File: config.mk
export PLATFORM = sky130hd
export DESIGN_NAME = utf8_to_ucs2_hex_encoder_top
export DESIGN_NICKNAME = d
export VERILOG_FILES = /design/src/rtl/utf8hx_pkg.sv /design/src/rtl/utf8hx_front.sv /design/src/rtl/utf8hx_queue.sv /design/src/rtl/utf8hx_back.sv /design/src/rtl/utf8_to_ucs2_hex_encoder_top.sv
export SDC_FILE = /design/constraint.sdc
export NUM_CORES = 1
export LEC_CHECK = 0
export BUFFER_PORTS_ARGS = -buffer_cell sky130_fd_sc_hd__buf_2
export CAP_MARGIN = 20
export CORE_AREA = 2 2 110 112
export CTS_CLUSTER_SIZE = 40
export DETAILED_ROUTE_END_ITERATION = 12
export DIE_AREA = 0 0 112 114
export PLACE_DENSITY = 0.77
export SYNTH_ARGS = -nofsm -noshare
export SYNTH_HDL_FRONTEND = slang
export SYNTH_SLANG_ARGS = --single-unit
File: constraint.sdc
create_clock -name clock -period 3.2 [get_ports clock]
set_input_delay 0.32 -clock clock [delete_from_list [all_inputs] [get_ports clock]]
set_output_delay 0.32 -clock clock [all_outputs]
set_load 0.005 [all_outputs]
File: src/rtl/utf8hx_pkg.sv
package utf8hx_pkg;

   // Field widths of the channels.
   localparam int BYTE_W   = 8;
   localparam int HEX_W    = 7;
   localparam int STATUS_W = 2;
   localparam int CAP_W    = 11;
   localparam int CODE_W   = 16;

   // Reset value of the capacity register and default build-time ceiling.
   localparam logic [CAP_W-1:0] CAPACITY_RESET = 11'd512;
   localparam int CAPACITY_LIMIT_DEFAULT       = 1024;

   // Depth of the job queue between decoder and serialiser (a power of two).
   localparam int QUEUE_DEPTH = 4;
   localparam int QPTR_W      = $clog2(QUEUE_DEPTH);
   localparam int QCNT_W      = $clog2(QUEUE_DEPTH + 1);

   // Status codes.
   localparam logic [STATUS_W-1:0] ST_OK       = 2'd0;
   localparam logic [STATUS_W-1:0] ST_BAD_SEQ  = 2'd1;
   localparam logic [STATUS_W-1:0] ST_OVERFLOW = 2'd2;

   // Job kinds handed from the decoder to the serialiser.
   localparam logic [1:0] JOB_CODE = 2'd0;
   localparam logic [1:0] JOB_DONE = 2'd1;
   localparam logic [1:0] JOB_ERR  = 2'd2;

   typedef struct packed {
      logic [1:0]          kind;
      logic [STATUS_W-1:0] status;
      logic [CODE_W-1:0]   code;
   } job_type;

   typedef struct packed {
      logic [HEX_W-1:0]    hex_char;
      logic                char_valid;
      logic [STATUS_W-1:0] status;
      logic                done_res;
      logic                run_last;
   } result_type;

   // Upper-case ASCII hex digit of one nibble.
   function automatic logic [HEX_W-1:0] hex_digit(input logic [3:0] nib);
      logic [HEX_W-1:0] d;
      if (nib < 4'd10) begin
         d = 7'h30 + {3'd0, nib};
      end else begin
         d = 7'h41 + {3'd0, nib} - 7'd10;
      end
      return d;
   endfunction

endpackage

File: src/rtl/utf8hx_front.sv
module utf8hx_front #(
   parameter int CAPACITY_LIMIT = utf8hx_pkg::CAPACITY_LIMIT_DEFAULT
) (
   input  logic                          clock,
   input  logic                          reset,
   input  logic                          accept,
   input  logic [utf8hx_pkg::BYTE_W-1:0] in_byte,
   input  logic [utf8hx_pkg::CAP_W-1:0]  capacity,
   output logic                          job_push,
   output utf8hx_pkg::job_type           job
);

   localparam int CNT_W = $clog2(CAPACITY_LIMIT + 1);
   localparam int CMP_W = ((CNT_W > utf8hx_pkg::CAP_W) ? CNT_W : utf8hx_pkg::CAP_W) + 1;

   logic [CNT_W-1:0]               chars_written_ff, chars_written_in;
   logic [utf8hx_pkg::CODE_W-1:0]  partial_code_ff, partial_code_in;
   logic [1:0]                     bytes_pending_ff, bytes_pending_in;
   logic                           discarding_ff, discarding_in;

   logic [CMP_W-1:0]               cap_eff;
   logic                           overflow;
   logic [utf8hx_pkg::CODE_W-1:0]  shifted;
   logic [utf8hx_pkg::CODE_W-1:0]  code;
   logic                           complete;

   // The effective capacity is the register clamped to the build ceiling.
   always_comb begin
      if (CMP_W'(capacity) > CMP_W'(CAPACITY_LIMIT)) begin
         cap_eff = CMP_W'(CAPACITY_LIMIT);
      end else begin
         cap_eff = CMP_W'(capacity);
      end
   end

   assign overflow = (CMP_W'(chars_written_ff) + CMP_W'(4)) >= cap_eff;
   assign shifted  = {partial_code_ff[utf8hx_pkg::CODE_W-7:0], in_byte[5:0]};

   always_comb begin
      chars_written_in = chars_written_ff;
      partial_code_in  = partial_code_ff;
      bytes_pending_in = bytes_pending_ff;
      discarding_in    = discarding_ff;
      job_push         = 1'b0;
      job.kind         = utf8hx_pkg::JOB_CODE;
      job.status       = utf8hx_pkg::ST_OK;
      job.code         = '0;
      complete         = 1'b0;
      code             = {{(utf8hx_pkg::CODE_W-utf8hx_pkg::BYTE_W){1'b0}}, in_byte};

      if (accept) begin
         if (discarding_ff) begin
            if (in_byte == '0) begin
               chars_written_in = '0;
               partial_code_in  = '0;
               bytes_pending_in = '0;
               discarding_in    = 1'b0;
            end
         end else if (in_byte == '0) begin
            job_push = 1'b1;
            if (bytes_pending_ff != 2'd0) begin
               job.kind   = utf8hx_pkg::JOB_ERR;
               job.status = utf8hx_pkg::ST_BAD_SEQ;
            end else begin
               job.kind   = utf8hx_pkg::JOB_DONE;
            end
            chars_written_in = '0;
            partial_code_in  = '0;
            bytes_pending_in = '0;
         end else if (bytes_pending_ff != 2'd0) begin
            partial_code_in  = shifted;
            bytes_pending_in = bytes_pending_ff - 2'd1;
            code             = shifted;
            complete         = (bytes_pending_ff == 2'd1);
         end else if (!in_byte[7]) begin
            complete = 1'b1;
         end else if (in_byte[7:5] == 3'b110) begin
            partial_code_in  = {11'd0, in_byte[4:0]};
            bytes_pending_in = 2'd1;
         end else if (in_byte[7:4] == 4'b1110) begin
            partial_code_in  = {12'd0, in_byte[3:0]};
            bytes_pending_in = 2'd2;
         end else begin
            job_push        = 1'b1;
            job.kind        = utf8hx_pkg::JOB_ERR;
            job.status      = utf8hx_pkg::ST_BAD_SEQ;
            discarding_in   = 1'b1;
            partial_code_in = '0;
         end

         // A finished code point either fits or aborts the string.
         if (complete) begin
            job_push = 1'b1;
            if (overflow) begin
               job.kind         = utf8hx_pkg::JOB_ERR;
               job.status       = utf8hx_pkg::ST_OVERFLOW;
               discarding_in    = 1'b1;
               bytes_pending_in = '0;
               partial_code_in  = '0;
            end else begin
               job.kind         = utf8hx_pkg::JOB_CODE;
               job.code         = code;
               chars_written_in = chars_written_ff + CNT_W'(4);
            end
         end
      end
   end

   always_ff @(posedge clock) begin
      if (reset) begin
         chars_written_ff <= '0;
         partial_code_ff  <= '0;
         bytes_pending_ff <= '0;
         discarding_ff    <= 1'b0;
      end else begin
         chars_written_ff <= chars_written_in;
         partial_code_ff  <= partial_code_in;
         bytes_pending_ff <= bytes_pending_in;
         discarding_ff    <= discarding_in;
      end
   end

   // While discarding, no sequence is in progress.
   a_discard_no_pending: assert property (@(posedge clock) disable iff (reset)
      discarding_ff |-> (bytes_pending_ff == 2'd0))
      else $error("sequence pending while discarding");

   // The character count stays below the build-time capacity ceiling.
   a_count_bound: assert property (@(posedge clock) disable iff (reset)
      CMP_W'(chars_written_ff) < CMP_W'(CAPACITY_LIMIT))
      else $error("character count beyond capacity ceiling");

endmodule

File: src/rtl/utf8hx_queue.sv
module utf8hx_queue (
   input  logic                clock,
   input  logic                reset,
   input  logic                push,
   input  utf8hx_pkg::job_type push_data,
   input  logic                pop,
   output utf8hx_pkg::job_type pop_data,
   output logic                full,
   output logic                empty
);

   utf8hx_pkg::job_type                  slots_ff [utf8hx_pkg::QUEUE_DEPTH];
   logic [utf8hx_pkg::QPTR_W-1:0]        wr_ptr_ff, wr_ptr_in;
   logic [utf8hx_pkg::QPTR_W-1:0]        rd_ptr_ff, rd_ptr_in;
   logic [utf8hx_pkg::QCNT_W-1:0]        count_ff, count_in;
   logic                                 do_push, do_pop;

   assign full     = (count_ff == utf8hx_pkg::QCNT_W'(utf8hx_pkg::QUEUE_DEPTH));
   assign empty    = (count_ff == '0);
   assign do_push  = push && !full;
   assign do_pop   = pop && !empty;
   assign pop_data = slots_ff[rd_ptr_ff];

   always_comb begin
      wr_ptr_in = do_push ? wr_ptr_ff + 1'b1 : wr_ptr_ff;
      rd_ptr_in = do_pop  ? rd_ptr_ff + 1'b1 : rd_ptr_ff;
      count_in  = count_ff;
      if (do_push && !do_pop) begin
         count_in = count_ff + 1'b1;
      end else if (do_pop && !do_push) begin
         count_in = count_ff - 1'b1;
      end
   end

   always_ff @(posedge clock) begin
      if (do_push) begin
         slots_ff[wr_ptr_ff] <= push_data;
      end
   end

   always_ff @(posedge clock) begin
      if (reset) begin
         wr_ptr_ff <= '0;
         rd_ptr_ff <= '0;
         count_ff  <= '0;
      end else begin
         wr_ptr_ff <= wr_ptr_in;
         rd_ptr_ff <= rd_ptr_in;
         count_ff  <= count_in;
      end
   end

   a_count_range: assert property (@(posedge clock) disable iff (reset)
      count_ff <= utf8hx_pkg::QCNT_W'(utf8hx_pkg::QUEUE_DEPTH))
      else $error("queue count beyond depth");

   a_ptr_gap: assert property (@(posedge clock) disable iff (reset)
      (count_ff != utf8hx_pkg::QCNT_W'(utf8hx_pkg::QUEUE_DEPTH)) |->
      (utf8hx_pkg::QPTR_W'(count_ff) == utf8hx_pkg::QPTR_W'(wr_ptr_ff - rd_ptr_ff)))
      else $error("queue pointers disagree with count");

endmodule

File: src/rtl/utf8hx_back.sv
module utf8hx_back (
   input  logic                   clock,
   input  logic                   reset,
   input  logic                   q_empty,
   input  utf8hx_pkg::job_type    q_data,
   output logic                   q_pop,
   input  logic                   rsp_pop,
   output logic                   rsp_valid,
   output utf8hx_pkg::result_type rsp
);

   logic                   cur_valid_ff, cur_valid_in;
   utf8hx_pkg::job_type    cur_job_ff, cur_job_in;
   logic [1:0]             idx_ff, idx_in;
   logic                   out_valid_ff, out_valid_in;
   utf8hx_pkg::result_type out_ff, out_in;

   utf8hx_pkg::result_type item;
   logic [3:0]             nib;
   logic                   out_free, advance, cur_last, cur_done;

   always_comb begin
      case (idx_ff)
         2'd0:    nib = cur_job_ff.code[15:12];
         2'd1:    nib = cur_job_ff.code[11:8];
         2'd2:    nib = cur_job_ff.code[7:4];
         default: nib = cur_job_ff.code[3:0];
      endcase
   end

   always_comb begin
      item.hex_char   = '0;
      item.char_valid = 1'b0;
      item.status     = utf8hx_pkg::ST_OK;
      item.done_res   = 1'b1;
      item.run_last   = 1'b1;
      case (cur_job_ff.kind)
         utf8hx_pkg::JOB_CODE: begin
            item.hex_char   = utf8hx_pkg::hex_digit(nib);
            item.char_valid = 1'b1;
            item.done_res   = 1'b0;
            item.run_last   = (idx_ff == 2'd3);
         end
         utf8hx_pkg::JOB_ERR: begin
            item.status = cur_job_ff.status;
         end
         default: begin
            item.status = utf8hx_pkg::ST_OK;
         end
      endcase
   end

   assign out_free = !out_valid_ff || rsp_pop;
   assign advance  = cur_valid_ff && out_free;
   assign cur_last = (cur_job_ff.kind != utf8hx_pkg::JOB_CODE) || (idx_ff == 2'd3);
   assign cur_done = !cur_valid_ff || (advance && cur_last);
   assign q_pop    = cur_done && !q_empty;

   always_comb begin
      cur_valid_in = cur_valid_ff;
      cur_job_in   = cur_job_ff;
      idx_in       = idx_ff;
      if (q_pop) begin
         cur_valid_in = 1'b1;
         cur_job_in   = q_data;
         idx_in       = 2'd0;
      end else if (cur_done) begin
         cur_valid_in = 1'b0;
      end else if (advance) begin
         idx_in = idx_ff + 2'd1;
      end

      out_valid_in = out_valid_ff;
      out_in       = out_ff;
      if (advance) begin
         out_valid_in = 1'b1;
         out_in       = item;
      end else if (rsp_pop) begin
         out_valid_in = 1'b0;
      end
   end

   always_ff @(posedge clock) begin
      cur_job_ff <= cur_job_in;
      out_ff     <= out_in;
   end

   always_ff @(posedge clock) begin
      if (reset) begin
         cur_valid_ff <= 1'b0;
         idx_ff       <= '0;
         out_valid_ff <= 1'b0;
      end else begin
         cur_valid_ff <= cur_valid_in;
         idx_ff       <= idx_in;
         out_valid_ff <= out_valid_in;
      end
   end

   assign rsp_valid = out_valid_ff;
   assign rsp       = out_ff;

   // Only a code job walks through its digits.
   a_idx_code_only: assert property (@(posedge clock) disable iff (reset)
      (cur_valid_ff && (cur_job_ff.kind != utf8hx_pkg::JOB_CODE)) |-> (idx_ff == 2'd0))
      else $error("digit index moved on a non-code job");

   // A character item is never a done item and always carries ok status.
   a_char_shape: assert property (@(posedge clock) disable iff (reset)
      (out_valid_ff && out_ff.char_valid) |->
      (!out_ff.done_res && (out_ff.status == utf8hx_pkg::ST_OK)))
      else $error("character item flagged as done or error");

   // Digits of one code point leave in order without gaps.
   a_digit_step: assert property (@(posedge clock) disable iff (reset)
      (advance && !cur_last) |=> (cur_valid_ff && (idx_ff == $past(idx_ff) + 2'd1)))
      else $error("digit index did not step");

endmodule

File: src/rtl/utf8_to_ucs2_hex_encoder_top.sv
// UTF-8 to UCS-2 hex encoder.
// Bytes of a UTF-8 string enter on the request queue (push/full, req_in_byte);
// a zero byte ends the string. Each decoded code point of one to three bytes
// leaves as four upper-case ASCII hex digits, most significant first, on the
// result queue (empty/pop and the rsp_ fields). A clean end of string gives one
// done item; a bad lead byte, a sequence cut short, or output beyond the
// configured capacity gives one error item, after which bytes are dropped up
// to the terminator. The capacity register is written through csr_valid/
// csr_ready and csr_out_capacity, which is always ready; write it only idle.
// A byte is accepted in any cycle in which the four-entry job queue has room.
// The first item of a byte passes through the job queue, the current-job
// register and the output register. The serialiser delivers one item per
// cycle while jobs wait and the receiver pops; each code point gives four
// items, so ASCII streams are paced by it and multi-byte sequences cost less.
// When the receiver stalls, the output register holds its item, the queue
// fills and full rises. Reset clears the queue, the decoder state and sets the
// capacity to 512.
module utf8_to_ucs2_hex_encoder_top #(
   parameter int CAPACITY_LIMIT = utf8hx_pkg::CAPACITY_LIMIT_DEFAULT
) (
   input  logic                             clock,
   input  logic                             reset,
   // Request side: one UTF-8 byte per item.
   input  logic                             push,
   output logic                             full,
   input  logic [utf8hx_pkg::BYTE_W-1:0]    req_in_byte,
   // Result side: one hex digit, done or error item each.
   output logic                             empty,
   input  logic                             pop,
   output logic [utf8hx_pkg::HEX_W-1:0]     rsp_hex_char,
   output logic                             rsp_char_valid,
   output logic [utf8hx_pkg::STATUS_W-1:0]  rsp_status,
   output logic                             rsp_done_res,
   output logic                             rsp_run_last,
   // Capacity register write channel.
   input  logic                             csr_valid,
   output logic                             csr_ready,
   input  logic [utf8hx_pkg::CAP_W-1:0]     csr_out_capacity
);

   logic [utf8hx_pkg::CAP_W-1:0] out_capacity_ff, out_capacity_in;

   logic                   accept;
   logic                   job_push;
   utf8hx_pkg::job_type    job;
   logic                   q_full, q_empty, q_pop;
   utf8hx_pkg::job_type    q_data;
   logic                   rsp_valid;
   utf8hx_pkg::result_type rsp;

   // The capacity register takes any write; the user must write it only between strings.
   assign csr_ready       = 1'b1;
   assign out_capacity_in = (csr_valid && csr_ready) ? csr_out_capacity : out_capacity_ff;

   always_ff @(posedge clock) begin
      if (reset) begin
         out_capacity_ff <= utf8hx_pkg::CAPACITY_RESET;
      end else begin
         out_capacity_ff <= out_capacity_in;
      end
   end

   // Every accepted byte may leave one job, so room in the queue gates intake.
   assign full   = q_full;
   assign accept = push && !q_full;

   utf8hx_front #(
      .CAPACITY_LIMIT (CAPACITY_LIMIT)
   ) u_front (
      .clock    (clock),
      .reset    (reset),
      .accept   (accept),
      .in_byte  (req_in_byte),
      .capacity (out_capacity_ff),
      .job_push (job_push),
      .job      (job)
   );

   utf8hx_queue u_queue (
      .clock     (clock),
      .reset     (reset),
      .push      (job_push),
      .push_data (job),
      .pop       (q_pop),
      .pop_data  (q_data),
      .full      (q_full),
      .empty     (q_empty)
   );

   utf8hx_back u_back (
      .clock     (clock),
      .reset     (reset),
      .q_empty   (q_empty),
      .q_data    (q_data),
      .q_pop     (q_pop),
      .rsp_pop   (pop),
      .rsp_valid (rsp_valid),
      .rsp       (rsp)
   );

   assign empty          = !rsp_valid;
   assign rsp_hex_char   = rsp.hex_char;
   assign rsp_char_valid = rsp.char_valid;
   assign rsp_status     = rsp.status;
   assign rsp_done_res   = rsp.done_res;
   assign rsp_run_last   = rsp.run_last;

   // Error and done items are always the last item of their byte.
   a_done_is_last: assert property (@(posedge clock) disable iff (reset)
      (!empty && rsp_done_res) |-> (rsp_run_last && !rsp_char_valid))
      else $error("done item not marked last");

   // A job is only produced on the cycle a byte is taken.
   a_job_needs_accept: assert property (@(posedge clock) disable iff (reset)
      job_push |-> accept)
      else $error("job produced without an accepted byte");

   // A held capacity only changes through the write channel.
   a_capacity_write: assert property (@(posedge clock) disable iff (reset)
      !$past(csr_valid) |-> $stable(out_capacity_ff))
      else $error("capacity changed without a write");

endmodule

==> qor.log <==
INFO  setup_path     slowest_stage=sky130_fd_sc_hd__dfxtp_1
INFO  clocking       clk-insertion-delay-late=0.42ns
INFO  detailed_routing drt_drc_violations_left=0
INFO  power_and_ir_drop p_switching=1.53mW
INFO  detailed_routing drt_iter0_markers=319
INFO  sta            finalWorstPathRequiredPeriod=2.93ns
INFO  sta            relSlewSlack=29.5%
INFO  yosys          synth.top_cell.area_share=49.7%
INFO  setup_path     worst-setup-path-type=reg -> reg
INFO  floorplan      die_h=114um
INFO  setup_path     reg2regPathDepth=11
INFO  setup_path     worst_path_most_repeated_cell=sky130_fd_sc_hd__ha_1
INFO  clocking       clock_pin_slew_of_the_registers_on_the_worst_case_setup_and_hold_paths=0.06ns
INFO  clocking       postCtsSetupBuffers=0
INFO  power_and_ir_drop power.static_leakage=2.82nW
INFO  hold_path      worst_hold_path.num_cells=3
INFO  cells_and_area fraction_of_layout_cells_with_a_size_suffix_above_1=19.5%
INFO  sta            fin_crit_sh=91.4%
INFO  sta            report.final.setup_viol=0
INFO  detailed_routing num_vias=4006
INFO  detailed_routing drtPass1Iterations=7
INFO  power_and_ir_drop cell_internal_pwr=4.47mW
INFO  sta            final-hold-violation-count=0
INFO  floorplan      die_width=112um
INFO  floorplan      placeableCoreArea=11700um^2
INFO  place          place_congestion=0.868
INFO  power_and_ir_drop power.combinational.fraction=19.6%
INFO  yosys          post-synth-top-area-cell=sky130_fd_sc_hd__edfxtp_1
INFO  hold_path      hold_end=out_capacity_ff[9]$_SDFFE_PP1P_
INFO  setup_path     ff2ff_setup_slack=0.27ns
INFO  setup_path     cp_slowest_stage_delay=0.42ns
INFO  detailed_routing wire_per_inst=17.5um
INFO  sta            max_freq=342MHz
INFO  yosys          share_of_flip_flops_with_an_asynchronous_set_or_reset_after_synthesis=0%
INFO  global_route   grt_max_degree=36
INFO  detailed_routing totalWireLength=12.3mm
INFO  hold_path      hold_class=in -> reg
INFO  sta            max_slew.worst_pin.slew=1.06ns
INFO  yosys          number_of_enable_flip_flop_cells_after_synthesis=112
INFO  setup_path     crit_required=3.46ns
INFO  place          numPortBuffers=37
INFO  yosys          syn_inst=491
INFO  setup_path     worst-path-max-fanout=8
INFO  global_route   number_of_global_route_vias_before_repair=3974
INFO  floorplan      num_io_pins=39
INFO  floorplan      num_rows=40
INFO  setup_path     reg2reg_to=u_queue.slots_ff[3][3]$_DFFE_PP_
INFO  clocking       root_buffer=sky130_fd_sc_hd__clkbuf_16
INFO  yosys          synth-main-ff-cell=sky130_fd_sc_hd__edfxtp_1
INFO  global_route   global_route.overflow_total=0
INFO  cells_and_area layout.cells.most_common_list=sky130_fd_sc_hd__edfxtp_1, sky130_fd_sc_hd__dfxtp_1, sky130_fd_sc_hd__buf_2
INFO  global_route   global_route_wire_length_before_repair=19.9mm
INFO  floorplan      floorplan.die_area=12800um^2
INFO  yosys          yosysWarningCount=0
INFO  yosys          postSynthAreaPerCell=13.8um^2
INFO  cells_and_area most_frequent_standard_cell_in_the_layout_excluding_fill_and_tap_cells=sky130_fd_sc_hd__edfxtp_1
INFO  setup_path     worst-path-buf-inv=1
INFO  power_and_ir_drop power.ir.vdd_worst=0.547mV
INFO  detailed_routing post_route_ant_nets=0
INFO  setup_path     start_kind=register
INFO  clocking       cts_tree=built
INFO  power_and_ir_drop pwr-share-seq=46.4%
INFO  run            max_cap_violations=0
INFO  power_and_ir_drop p_sw_share=25.5%
INFO  sta            setup-tns-final=0ns
INFO  yosys          synth.lib_cells_used.distinct=52
INFO  setup_path     worstPathCellList=ha_1 > and3_1 > nand3_1 > nor2_1 > xor2_1 > ha_1 > a221oi_2 > o21ai_2 > nor3_1 > buf_4 > and2_1
INFO  sta            clock-skew-final=0.0102ns
INFO  cells_and_area postLayoutCoreUtil=66.1%
INFO  cells_and_area final_net_count=589
INFO  yosys          ys_seq_elements=158
INFO  hold_path      hold_path_startpoint=csr_out_capacity[9]
INFO  setup_path     critPathArrivalTime=3.19ns
INFO  cells_and_area areaGrowthSynthToFinish=14.5%
INFO  clocking       numCtsBuffers=17
INFO  global_route   antenna_found_initial=0
INFO  place          placed_cells_incl_taps=670
INFO  power_and_ir_drop power_per_standard_cell_area=775nW/um^2
INFO  detailed_routing viasPerCell=5.71
INFO  yosys          synth.net_count=538
INFO  cells_and_area layoutNonFillerInstCount=702
INFO  setup_path     reg2reg_from=u_front.chars_written_ff[2]$_SDFFE_PP0P_
INFO  sta            drv_slew=0
INFO  clocking       cts_max_level=4
INFO  run_status     run_status=finished clean
INFO  floorplan      initial_utilization=57.8%
INFO  yosys          top_area_cells_in_the_synthesized_netlist=sky130_fd_sc_hd__edfxtp_1, sky130_fd_sc_hd__dfxtp_1, sky130_fd_sc_hd__mux4_2
INFO  yosys          synth_area=6770um^2
INFO  clocking       cts.sink_count=158
INFO  place          half_perimeter_wire_length_after_detailed_placement=8.44mm
INFO  power_and_ir_drop power.clock.fraction=34.0%
INFO  cells_and_area antennaDiodeCount=0
INFO  setup_path     family_with_the_most_delay_on_the_worst_path=simple AND/OR/NAND/NOR gates
INFO  clocking       max-clock-path-buffers=2
INFO  yosys          part_of_the_yosys_area_used_for_sequential_elements=63.3%
INFO  sta            rsz_0062_raised_after_global_routing=false
INFO  global_route   track_usage=20.4%
INFO  setup_path     end_kind=register
-- layer usage --
metal / track usage (%) / share of wire [%] / routed length, um / up-vias
met5: 0 / 0 / 0 / -
met4: 7.80 / 1.7 / 211 / 0
met3: 5.31 / 4.9 / 604 / 15
met2: 34.0 / 50 / 6120 / 95
met1: 26.1 / 44 / 5350 / 1956
li1: - / - / - / 1940
-- repair_timing --
action	in CTS	in global routing
endpoints found under the setup margin	0	68
endpoints found under the hold margin	0	0
hold buffers	0	0
gates resized for setup	0	1
-- how the worst max path moves through the flow --
| stage | startpoint | endpoint | slack [ns] | depth (start not counted) |
|---|---|---|---|---|
| 2_1_floorplan | u_back.idx_ff[0]$_SDFFE_PP0P_ | u_queue.count_ff[2]$_SDFFE_PP0P_ | 0.51 | 11 |
| 3_3_place_gp | u_front.chars_written_ff[2]$_SDFFE_PP0P_ | u_queue.slots_ff[2][0]$_DFFE_PP_ | 0.37 | 11 |
| 3_5_place_dp | u_front.chars_written_ff[2]$_SDFFE_PP0P_ | u_queue.slots_ff[0][3]$_DFFE_PP_ | 0.24 | 11 |
| 4_1_cts | u_front.chars_written_ff[2]$_SDFFE_PP0P_ | u_queue.slots_ff[3][3]$_DFFE_PP_ | 0.14 | 11 |
| 5_1_grt | u_front.chars_written_ff[2]$_SDFFE_PP0P_ | u_queue.slots_ff[3][3]$_DFFE_PP_ | 0.02 | 11 |
| 6_report | u_front.chars_written_ff[2]$_SDFFE_PP0P_ | u_queue.slots_ff[3][3]$_DFFE_PP_ | 0.27 | 11 |
-- worst reg2reg max path: stages (launching register included) --
cell	delay (ns)
sky130_fd_sc_hd__dfxtp_1	0.42
sky130_fd_sc_hd__ha_1	0.22
sky130_fd_sc_hd__and3_1	0.20
sky130_fd_sc_hd__nand3_1	0.17
sky130_fd_sc_hd__nor2_1	0.17
sky130_fd_sc_hd__xor2_1	0.20
sky130_fd_sc_hd__ha_1	0.29
sky130_fd_sc_hd__a221oi_2	0.36
sky130_fd_sc_hd__o21ai_2	0.19
sky130_fd_sc_hd__nor3_1	0.19
sky130_fd_sc_hd__buf_4	0.18
sky130_fd_sc_hd__and2_1	0.19
-- cell usage after synthesis, types with 2 or more instances --
cell type	n
sky130_fd_sc_hd__and3_1	3
sky130_fd_sc_hd__ha_1	22
sky130_fd_sc_hd__a21o_1	2
sky130_fd_sc_hd__and2_1	24
sky130_fd_sc_hd__a21oi_1	22
sky130_fd_sc_hd__a211oi_1	3
sky130_fd_sc_hd__a22oi_1	2
sky130_fd_sc_hd__or3_1	5
sky130_fd_sc_hd__nor2_1	35
sky130_fd_sc_hd__xnor2_1	9
sky130_fd_sc_hd__inv_1	18
sky130_fd_sc_hd__a2111o_1	2
sky130_fd_sc_hd__a222oi_1	4
sky130_fd_sc_hd__mux4_2	20
sky130_fd_sc_hd__dfxtp_1	46
sky130_fd_sc_hd__nor2b_1	9
sky130_fd_sc_hd__nor3_1	9
sky130_fd_sc_hd__o21ai_1	4
sky130_fd_sc_hd__xor2_1	6
sky130_fd_sc_hd__buf_6	2
sky130_fd_sc_hd__a211oi_2	2
sky130_fd_sc_hd__nand2_1	27
sky130_fd_sc_hd__buf_4	2
sky130_fd_sc_hd__clkbuf_1	9
sky130_fd_sc_hd__a221oi_1	2
sky130_fd_sc_hd__nand4_1	2
sky130_fd_sc_hd__buf_2	4
sky130_fd_sc_hd__nor4_1	5
sky130_fd_sc_hd__nand3_1	14
sky130_fd_sc_hd__o21ai_0	13
sky130_fd_sc_hd__a31o_1	4
sky130_fd_sc_hd__edfxtp_1	112
sky130_fd_sc_hd__nand2b_1	6
sky130_fd_sc_hd__and3b_1	2
sky130_fd_sc_hd__a32o_1	8
sky130_fd_sc_hd__mux2i_1	14
sky130_fd_sc_hd__or2_2	3
-- cell families (layout without fill, tap and decap cells) --
kind of cell,Yosys count,in the layout,share of synthesized area [%]
and+or+nand+nor,148,148,11.2
xor gates and xnor gates,15,15,1.94
muxes,34,34,8.73
other,1,1,0.0554
AOI/OAI and AO/OA,75,75,7.91
DFF,158,158,63.3
adders and majority gates,23,23,4.36
buffers and inverters,37,101,2.46
-- registers in the layout, summed over array words and instances (netlist names) --
name                      flops
u_queue.slots_ff             80
u_back.cur_job_ff            20
u_back.rsp                   12
out_capacity_ff              11
u_front.chars_written_ff     11
u_front.partial_code_ff      10
u_queue.count_ff              3
u_back.idx_ff                 2
u_front.bytes_pending_ff      2
u_queue.rd_ptr_ff             2
u_queue.wr_ptr_ff             2
u_back.cur_valid_ff           1
u_back.rsp_valid              1
u_front.discarding_ff         1
-- through the flow --
step | power (mW) | setup WS, ns | cell area, um^2 | hold WS (ns)
CTS | 6.05 | 0.144 | 7740 | 0.116
detailed placement | 4.01 | 0.238 | 7140 | 0.455
floorplan | 3.65 | 0.508 | 6770 | 0.430
finish | 6.00 | 0.274 | 7750 | 0.132
global route | 6.28 | 0.0241 | 7750 | 0.134
global placement | 3.94 | 0.370 | 7140 | 0.442
-- power groups by stage --
stage / clock (mW) / combinational (mW) / sequential (mW)
2_1_floorplan: 0 / 0.886 / 2.76
3_3_place_gp: 0 / 1.13 / 2.81
3_5_place_dp: 0 / 1.18 / 2.83
4_1_cts: 2.08 / 1.18 / 2.79
5_1_grt: 2.17 / 1.29 / 2.82
6_report: 2.04 / 1.17 / 2.79
-- layout make-up --
class / instances / area, um^2
Clock buffer: 24 / 462
Clock inverter: 8 / 140
Fill cell: 826 / 3970
Inverter: 19 / 71.3
Multi-Input combinational cell: 296 / 2320
Sequential cell: 158 / 4280
Tap cell: 147 / 184
Timing Repair Buffer: 50 / 283
(Power assumes the default switching activity.)
